<file path="src/hw/rtl/rbsc_pkg.sv">
`timescale 1ns / 1ps
// ----------------------------------------------------------------------------
// rbsc_pkg: shared types and constants for the ROM bank slot cache
// Field widths of the request and result words and the per-cell control group.
// ----------------------------------------------------------------------------
package rbsc_pkg;

  localparam int BANK_W       = 9;
  localparam int SLOT_FIELD_W = 3;

  typedef logic [BANK_W-1:0] bank_t;
  typedef logic [SLOT_FIELD_W-1:0] slot_field_t;

  // Control broadcast to every cell of the slot row
  typedef struct packed {
    logic cmp;     // latch tag compare against the request bank
    logic commit;  // miss: tag the token cell and pass the token on
  } cell_ctrl_t;

endpackage

</file>
<file path="src/hw/rtl/rbsc_cell.sv">
`timescale 1ns / 1ps
// ----------------------------------------------------------------------------
// rbsc_cell: one cache slot
// Holds a tag, a valid bit and one bit of the round-robin replace token.
// The token moves to the next cell on every miss.
// ----------------------------------------------------------------------------
module rbsc_cell #(
  parameter logic TOKEN_INIT = 1'b0
) (
  input  logic                clk,
  input  logic                rst_n,
  input  rbsc_pkg::cell_ctrl_t ctrl,
  input  rbsc_pkg::bank_t     bank,
  input  logic                token_in,
  output logic                token,
  output logic                match
);

  rbsc_pkg::bank_t tag_r;
  logic            valid_r;
  logic            token_r;
  logic            match_r;

  always_ff @(posedge clk) begin
    if (!rst_n) begin
      valid_r <= 1'b0;
      token_r <= TOKEN_INIT;
    end else begin
      if (ctrl.commit) begin
        if (token_r) begin
          tag_r   <= bank;
          valid_r <= 1'b1;
        end
        // advance the replace token one cell along the ring
        token_r <= token_in;
      end
    end
  end

  always_ff @(posedge clk) begin
    if (ctrl.cmp) begin
      match_r <= valid_r && (tag_r == bank);
    end
  end

  assign token = token_r;
  assign match = match_r;

endmodule

</file>
<file path="src/hw/rtl/rom_bank_slot_cache_unit.sv">
`timescale 1ns / 1ps
// ----------------------------------------------------------------------------
// rom_bank_slot_cache_unit: fully associative ROM bank slot cache
// Maps a requested bank to a slot; misses take the slot under a round-robin
// token that circulates through a ring of slot cells.
//
//   channel  direction  handshake            word
//   in_      request    in_valid / in_stall  in_bank
//   out_     result     out_valid / out_stall out_skipped, out_hit, out_slot,
//                                            out_load_needed
//   cfg_     register   cfg_valid / cfg_ready cfg_skip_repeat
//
// Per request, the accepting edge latches every cell's tag compare; in S_RES
// the match row is encoded and written to the result register once the
// output register is free. A finished result waits in the output register
// while the next request is taken; a stalled result holds the unit in S_RES.
// Reset clears valid bits, puts the token on slot 0, sets skip_repeat.
// ----------------------------------------------------------------------------
module rom_bank_slot_cache_unit #(
  parameter int SLOTS = 8
) (
  input  logic                    clk,
  input  logic                    rst_n,
  input  logic                    in_valid,
  output logic                    in_stall,
  input  rbsc_pkg::bank_t         in_bank,
  output logic                    out_valid,
  input  logic                    out_stall,
  output logic                    out_skipped,
  output logic                    out_hit,
  output rbsc_pkg::slot_field_t   out_slot,
  output logic                    out_load_needed,
  input  logic                    cfg_valid,
  output logic                    cfg_ready,
  input  logic                    cfg_skip_repeat
);

  localparam int SLOT_W = (SLOTS > 1) ? $clog2(SLOTS) : 1;

  typedef enum logic {
    S_IDLE,
    S_RES
  } state_t;

  state_t                state_r;
  rbsc_pkg::bank_t       bank_r;
  rbsc_pkg::bank_t       prev_r;
  logic                  skip_r;
  logic                  skip_en_r;
  logic                  out_valid_r;
  logic                  out_skipped_r;
  logic                  out_hit_r;
  rbsc_pkg::slot_field_t out_slot_r;
  logic                  out_load_needed_r;

  logic [SLOTS-1:0]      match_vec;
  logic [SLOTS-1:0]      token_vec;
  logic [SLOTS-1:0]      sel_vec;
  logic [SLOT_W-1:0]     sel_idx;
  logic [SLOT_W+2:0]     sel_ext;
  rbsc_pkg::bank_t       cell_bank;
  rbsc_pkg::cell_ctrl_t  ctrl;
  logic                  accept;
  logic                  out_free;
  logic                  commit;
  logic                  hit;

  assign accept   = in_valid && !in_stall;
  assign in_stall = (state_r != S_IDLE);
  assign out_free = !out_valid_r || !out_stall;
  assign commit   = (state_r == S_RES) && out_free;
  assign hit      = |match_vec;

  assign ctrl.cmp    = accept;
  assign ctrl.commit = commit && !skip_r && !hit;
  // compare against the incoming word, write with the held one
  assign cell_bank   = accept ? in_bank : bank_r;

  genvar g;
  generate
    for (g = 0; g < SLOTS; g++) begin : g_cell
      rbsc_cell #(
        .TOKEN_INIT ((g == 0) ? 1'b1 : 1'b0)
      ) u_cell (
        .clk      (clk),
        .rst_n    (rst_n),
        .ctrl     (ctrl),
        .bank     (cell_bank),
        .token_in (token_vec[(g + SLOTS - 1) % SLOTS]),
        .token    (token_vec[g]),
        .match    (match_vec[g])
      );
    end
  endgenerate

  // lowest matching slot on a hit, token slot on a miss
  assign sel_vec = hit ? match_vec : token_vec;

  always_comb begin
    sel_idx = '0;
    for (int i = SLOTS - 1; i >= 0; i--) begin
      if (sel_vec[i]) begin
        sel_idx = SLOT_W'(i);
      end
    end
  end

  assign sel_ext = {3'b000, sel_idx};

  always_ff @(posedge clk) begin
    if (!rst_n) begin
      state_r     <= S_IDLE;
      out_valid_r <= 1'b0;
      skip_en_r   <= 1'b1;
      prev_r      <= '0;
    end else begin
      if (cfg_valid && cfg_ready) begin
        skip_en_r <= cfg_skip_repeat;
      end
      // drop the taken word unless a new one replaces it this edge
      if (out_valid_r && !out_stall && !commit) begin
        out_valid_r <= 1'b0;
      end
      unique case (state_r)
        S_IDLE: begin
          if (accept) begin
            bank_r  <= in_bank;
            skip_r  <= skip_en_r && (in_bank == prev_r);
            state_r <= S_RES;
          end
        end
        S_RES: begin
          if (out_free) begin
            out_valid_r       <= 1'b1;
            out_skipped_r     <= skip_r;
            out_hit_r         <= !skip_r && hit;
            out_slot_r        <= skip_r ? '0 : sel_ext[2:0];
            out_load_needed_r <= !skip_r && !hit;
            if (!skip_r) begin
              prev_r <= bank_r;
            end
            state_r <= S_IDLE;
          end
        end
        default: state_r <= S_IDLE;
      endcase
    end
  end

  assign cfg_ready       = 1'b1;
  assign out_valid       = out_valid_r;
  assign out_skipped     = out_skipped_r;
  assign out_hit         = out_hit_r;
  assign out_slot        = out_slot_r;
  assign out_load_needed = out_load_needed_r;

endmodule
</file>
<file path="config.mk">
export PLATFORM = sky130hd
export DESIGN_NAME = rom_bank_slot_cache_unit
export DESIGN_NICKNAME = d
export VERILOG_FILES = /design/src/hw/rtl/rbsc_pkg.sv /design/src/hw/rtl/rbsc_cell.sv /design/src/hw/rtl/rom_bank_slot_cache_unit.sv
export SDC_FILE = /design/constraint.sdc
export NUM_CORES = 1
export LEC_CHECK = 0
export BUFFER_PORTS_ARGS = -buffer_cell sky130_fd_sc_hd__buf_2
export CORE_AREA = 3 3 103 105
export DETAILED_ROUTE_END_ITERATION = 10
export DIE_AREA = 0 0 106 108
export MAX_ROUTING_LAYER = met4
export PLACE_DENSITY = 0.77
export SETUP_SLACK_MARGIN = 0.15
export SLEW_MARGIN = 25
export SYNTH_ARGS = -nofsm -noshare
export SYNTH_HDL_FRONTEND = slang
export SYNTH_SLANG_ARGS = --single-unit
</file>
<file path="constraint.sdc">
create_clock -name clk -period 2.35 [get_ports clk]
set_input_delay 0.47 -clock clk [delete_from_list [all_inputs] [get_ports clk]]
set_output_delay 0.47 -clock clk [all_outputs]
set_load 0.05 [all_outputs]
</file>
==> flow_summary.ini <==
[run_status]
status = complete, no violations

[sta]
setup_viol = 0
finalHoldViolations = 0
rsz0062_at_grt = false
slew_headroom_pct = 58.6
tns_ps = 0
fmax_ghz = 0.484
fin_ws_ps = 285
fin_skew_ps = 5.72
tightestPinTransition_ps = 622
slew_viol_final = 0
timing.final.crit_period_ps = 2070
timing.final.crit_share_pct = 87.9

[placed_design]
port_buffers = 22
hpwl_mm = 10.6
pre_cts_slack_ps = 170
place.gp.congestion = 0.919

[clock_network]
clk_pin_slew_ps = 60
worstSkewPairLatency_ps = 520
cts_tree = yes
cts-root-buf = clkbuf_8
cts_buffers = 17
ctsResizeCount = 0
ctsLongestPathBuffers = 2
clock_sinks = 124
htreeDepth = 4
hold_buffers = 0
cts_setup_buffers = 0

[worst_setup_path]
arrival_ps = 2290
r2r-end = g_cell[0].u_cell.tag_r[1]
r2r_cells = 5
cpPeakStageDelay_ps = 470
cp_max_fo = 13
critPathKind = flop to flop
start_kind = flop
cpMostUsedCell = and3_1
cpMaxStageDelayCell = edfxtp_1
path_buf_inv = 1
cpLargestDelayFamily = simple AND/OR/NAND/NOR gates
endpoint_kind = flop
path_cells = nor4_2 > and3_1 > and2_2 > and3_1 > buf_4
timing.rr.start = g_cell[0].u_cell.match
r2r_slack_ps = 280
crit_required_ps = 2580

[final_layout]
nets = 541
diodes = 0
drive_gt1_share_pct = 16.7
synthToLayoutAreaGrowth_pct = 15.1

[yosys]
synth_top_cell_area_share_pct = 48.3
synth_nets = 506
yosysSeqAreaShare_pct = 57.7
synth_seq_cells = 124
netlist_instances = 491
synth_area_leaders = edfxtp_1 48%, dfxtp_1 9.4%, xor2_1 6.8%
synth_area_leader_cell = edfxtp_1
synth_edf_count = 96
synth_ff_type = edfxtp_1
yosysWarnings = 0
async_flop_share_pct = 0
syn_area_sq_um = 5970
avgSynthCellArea_sq_um = 12.2
yosysUniqueCellTypes = 53

[drt]
final_antenna_net_count = 0
dr.pass1.iters = 5
via_per_inst = 6.27
drt-initial-drc-count = 515
drc = 0
vias = 4212
routedWlPerCell_microns = 23.3
routed_wirelength_mm = 15.6

[grt]
grt_use_total_pct = 30.0
grt_start_max_net_pins = 30
grt_first_pass_wirelength_mm = 23.8
grt_pass1_vias = 4036
grt.overflow.total = 0
antenna_found_initial = 0

[floorplan]
ios = 24
die_y_microns = 108
std_cell_rows = 36
die_area_sq_um = 11400
start_util_pct = 61.3
core_area_sq_um = 9730
dieWidth_microns = 106

[hold_path]
holdPathEnd = skip_en_r
worstHoldStart = cfg_skip_repeat
min_path_cells = 3
hold_path.class = primary input to flop

[run]
cap_violations = 0

[power_and_ir_drop]
p_per_area_nw_per_um2 = 808
peakVddDrop_v = 0.000968
p_leak_nw = 2.43
==> Yosys cell counts (all sizes together) (6+ instances only) <==
cell type	instances
nor3	10
inv	31
buf	8
edfxtp	96
mux2i	20
o221ai	6
nor2b	19
a21boi	10
nor4	15
xnor2	31
and3	14
nor2	17
nand3	7
nand2	26
clkbuf	20
a21oi	20
o21ai	14
dfxtp	28
nand4	8
xor2	46
a221oi	7
==> sequential cells by signal (all words and copies together) (netlist names) <==
| signal | flops |
|---|---|
| skip_r | 1 |
| out_skipped | 1 |
| in_stall | 1 |
| out_valid | 1 |
| out_slot | 3 |
| out_hit | 1 |
| g_cell.u_cell.token | 8 |
| g_cell.u_cell.tag_r | 72 |
| prev_r | 9 |
| bank_r | 9 |
| out_load_needed | 1 |
| g_cell.u_cell.match | 8 |
| skip_en_r | 1 |
| g_cell.u_cell.valid_r | 8 |
==> cells by family after synthesis <==
kind of cell | after synthesis | share of synthesized area, %
buffers and inverters | 59 | 4.47
AO/OA/AOI/OAI | 85 | 10.1
multiplexers | 20 | 4.89
XOR/XNOR | 77 | 11.3
flip-flops | 124 | 57.7
AND/OR/NAND/NOR | 125 | 11.4
other | 1 | 0.0628
==> power breakdown <==
| group | total [W] | switching, W | leakage (nW) | internal, W |
|---|---|---|---|---|
| combinational | 0.000490 | 0.000323 | 1.04 | 0.000167 |
| sequential | 0.00247 | 0.0000502 | 1.11 | 0.00242 |
| clock | 0.00259 | 0.000981 | 0.275 | 0.00161 |
==> layout make-up <==
cell class	count	area [sq um]
flip-flops and latches	124	3440
fillers	686	2860
multi-input cells	308	2260
clock buffers	17	414
repair buffers	44	288
clock inverters	15	171
well taps	133	166
inverters	31	124
==> worst max path at each step <==
| stage | start | endpoint | slack (ps) | cells after the start |
|---|---|---|---|---|
| 3_3_place_gp | in_valid | g_cell[2].u_cell.match | 220 | 7 |
| 2_1_floorplan | g_cell[0].u_cell.match | g_cell[1].u_cell.tag_r[0] | 230 | 6 |
| 6_report | g_cell[0].u_cell.match | g_cell[0].u_cell.tag_r[1] | 280 | 5 |
| 3_5_place_dp | in_valid | g_cell[2].u_cell.match | 170 | 7 |
| 4_1_cts | g_cell[0].u_cell.match | g_cell[0].u_cell.tag_r[1] | 160 | 5 |
| 5_1_grt | in_stall | g_cell[5].u_cell.match | 210 | 6 |
==> layer usage <==
| metal | up-vias | global-route usage, % | share of wire [%] |
|---|---|---|---|
| li1 | 1856 | - | - |
| met1 | 2011 | 38.5 | 39 |
| met2 | 292 | 44.9 | 46 |
| met3 | 53 | 7.70 | 11 |
| met4 | 0 | 15.0 | 4.0 |
| met5 | - | - | 0 |
==> worst reg2reg max path, stage by stage, from the launching register on <==
cell,delay (ps)
edfxtp_1,470
nor4_2,340
and3_1,210
and2_2,330
and3_1,220
buf_4,190
==> placed cells by master, fill, tap and decap left out, types with 3 or more instances in the layout <==
cell type,n
buf_4,21
o22ai_1,4
nor4_1,13
xor2_1,46
xnor2_1,31
nand3_1,7
dfxtp_1,27
clkbuf_16,16
inv_1,30
nor2b_1,19
a2111oi_2,3
nand2_1,26
bufinv_16,3
clkinvlp_4,3
clkinv_4,3
mux2i_4,7
nand4_1,8
edfxtp_1,96
a31oi_1,5
nor2_1,17
and3_1,14
clkinv_1,4
a221oi_1,7
nor3_1,10
a21boi_0,9
a21oi_1,20
mux2i_1,12
o21ai_0,14
o221ai_1,5
buf_2,22
==> per-stage QoR <==
stage | power (W) | hold slack, ps | util (%) | cells | area [sq um]
global placement | 0.00298 | 456 | 64.5 | 640 | 6280
detailed placement | 0.00299 | 468 | 64.5 | 640 | 6280
CTS | 0.00555 | 146 | 70.6 | 672 | 6870
global route | 0.00570 | 200 | 70.6 | 672 | 6870
floorplan | 0.00282 | 432 | - | 491 | 5970
finish | 0.00555 | 168 | 70.6 | 672 | 6870
Note: power is estimated with default switching activity, not from simulation.
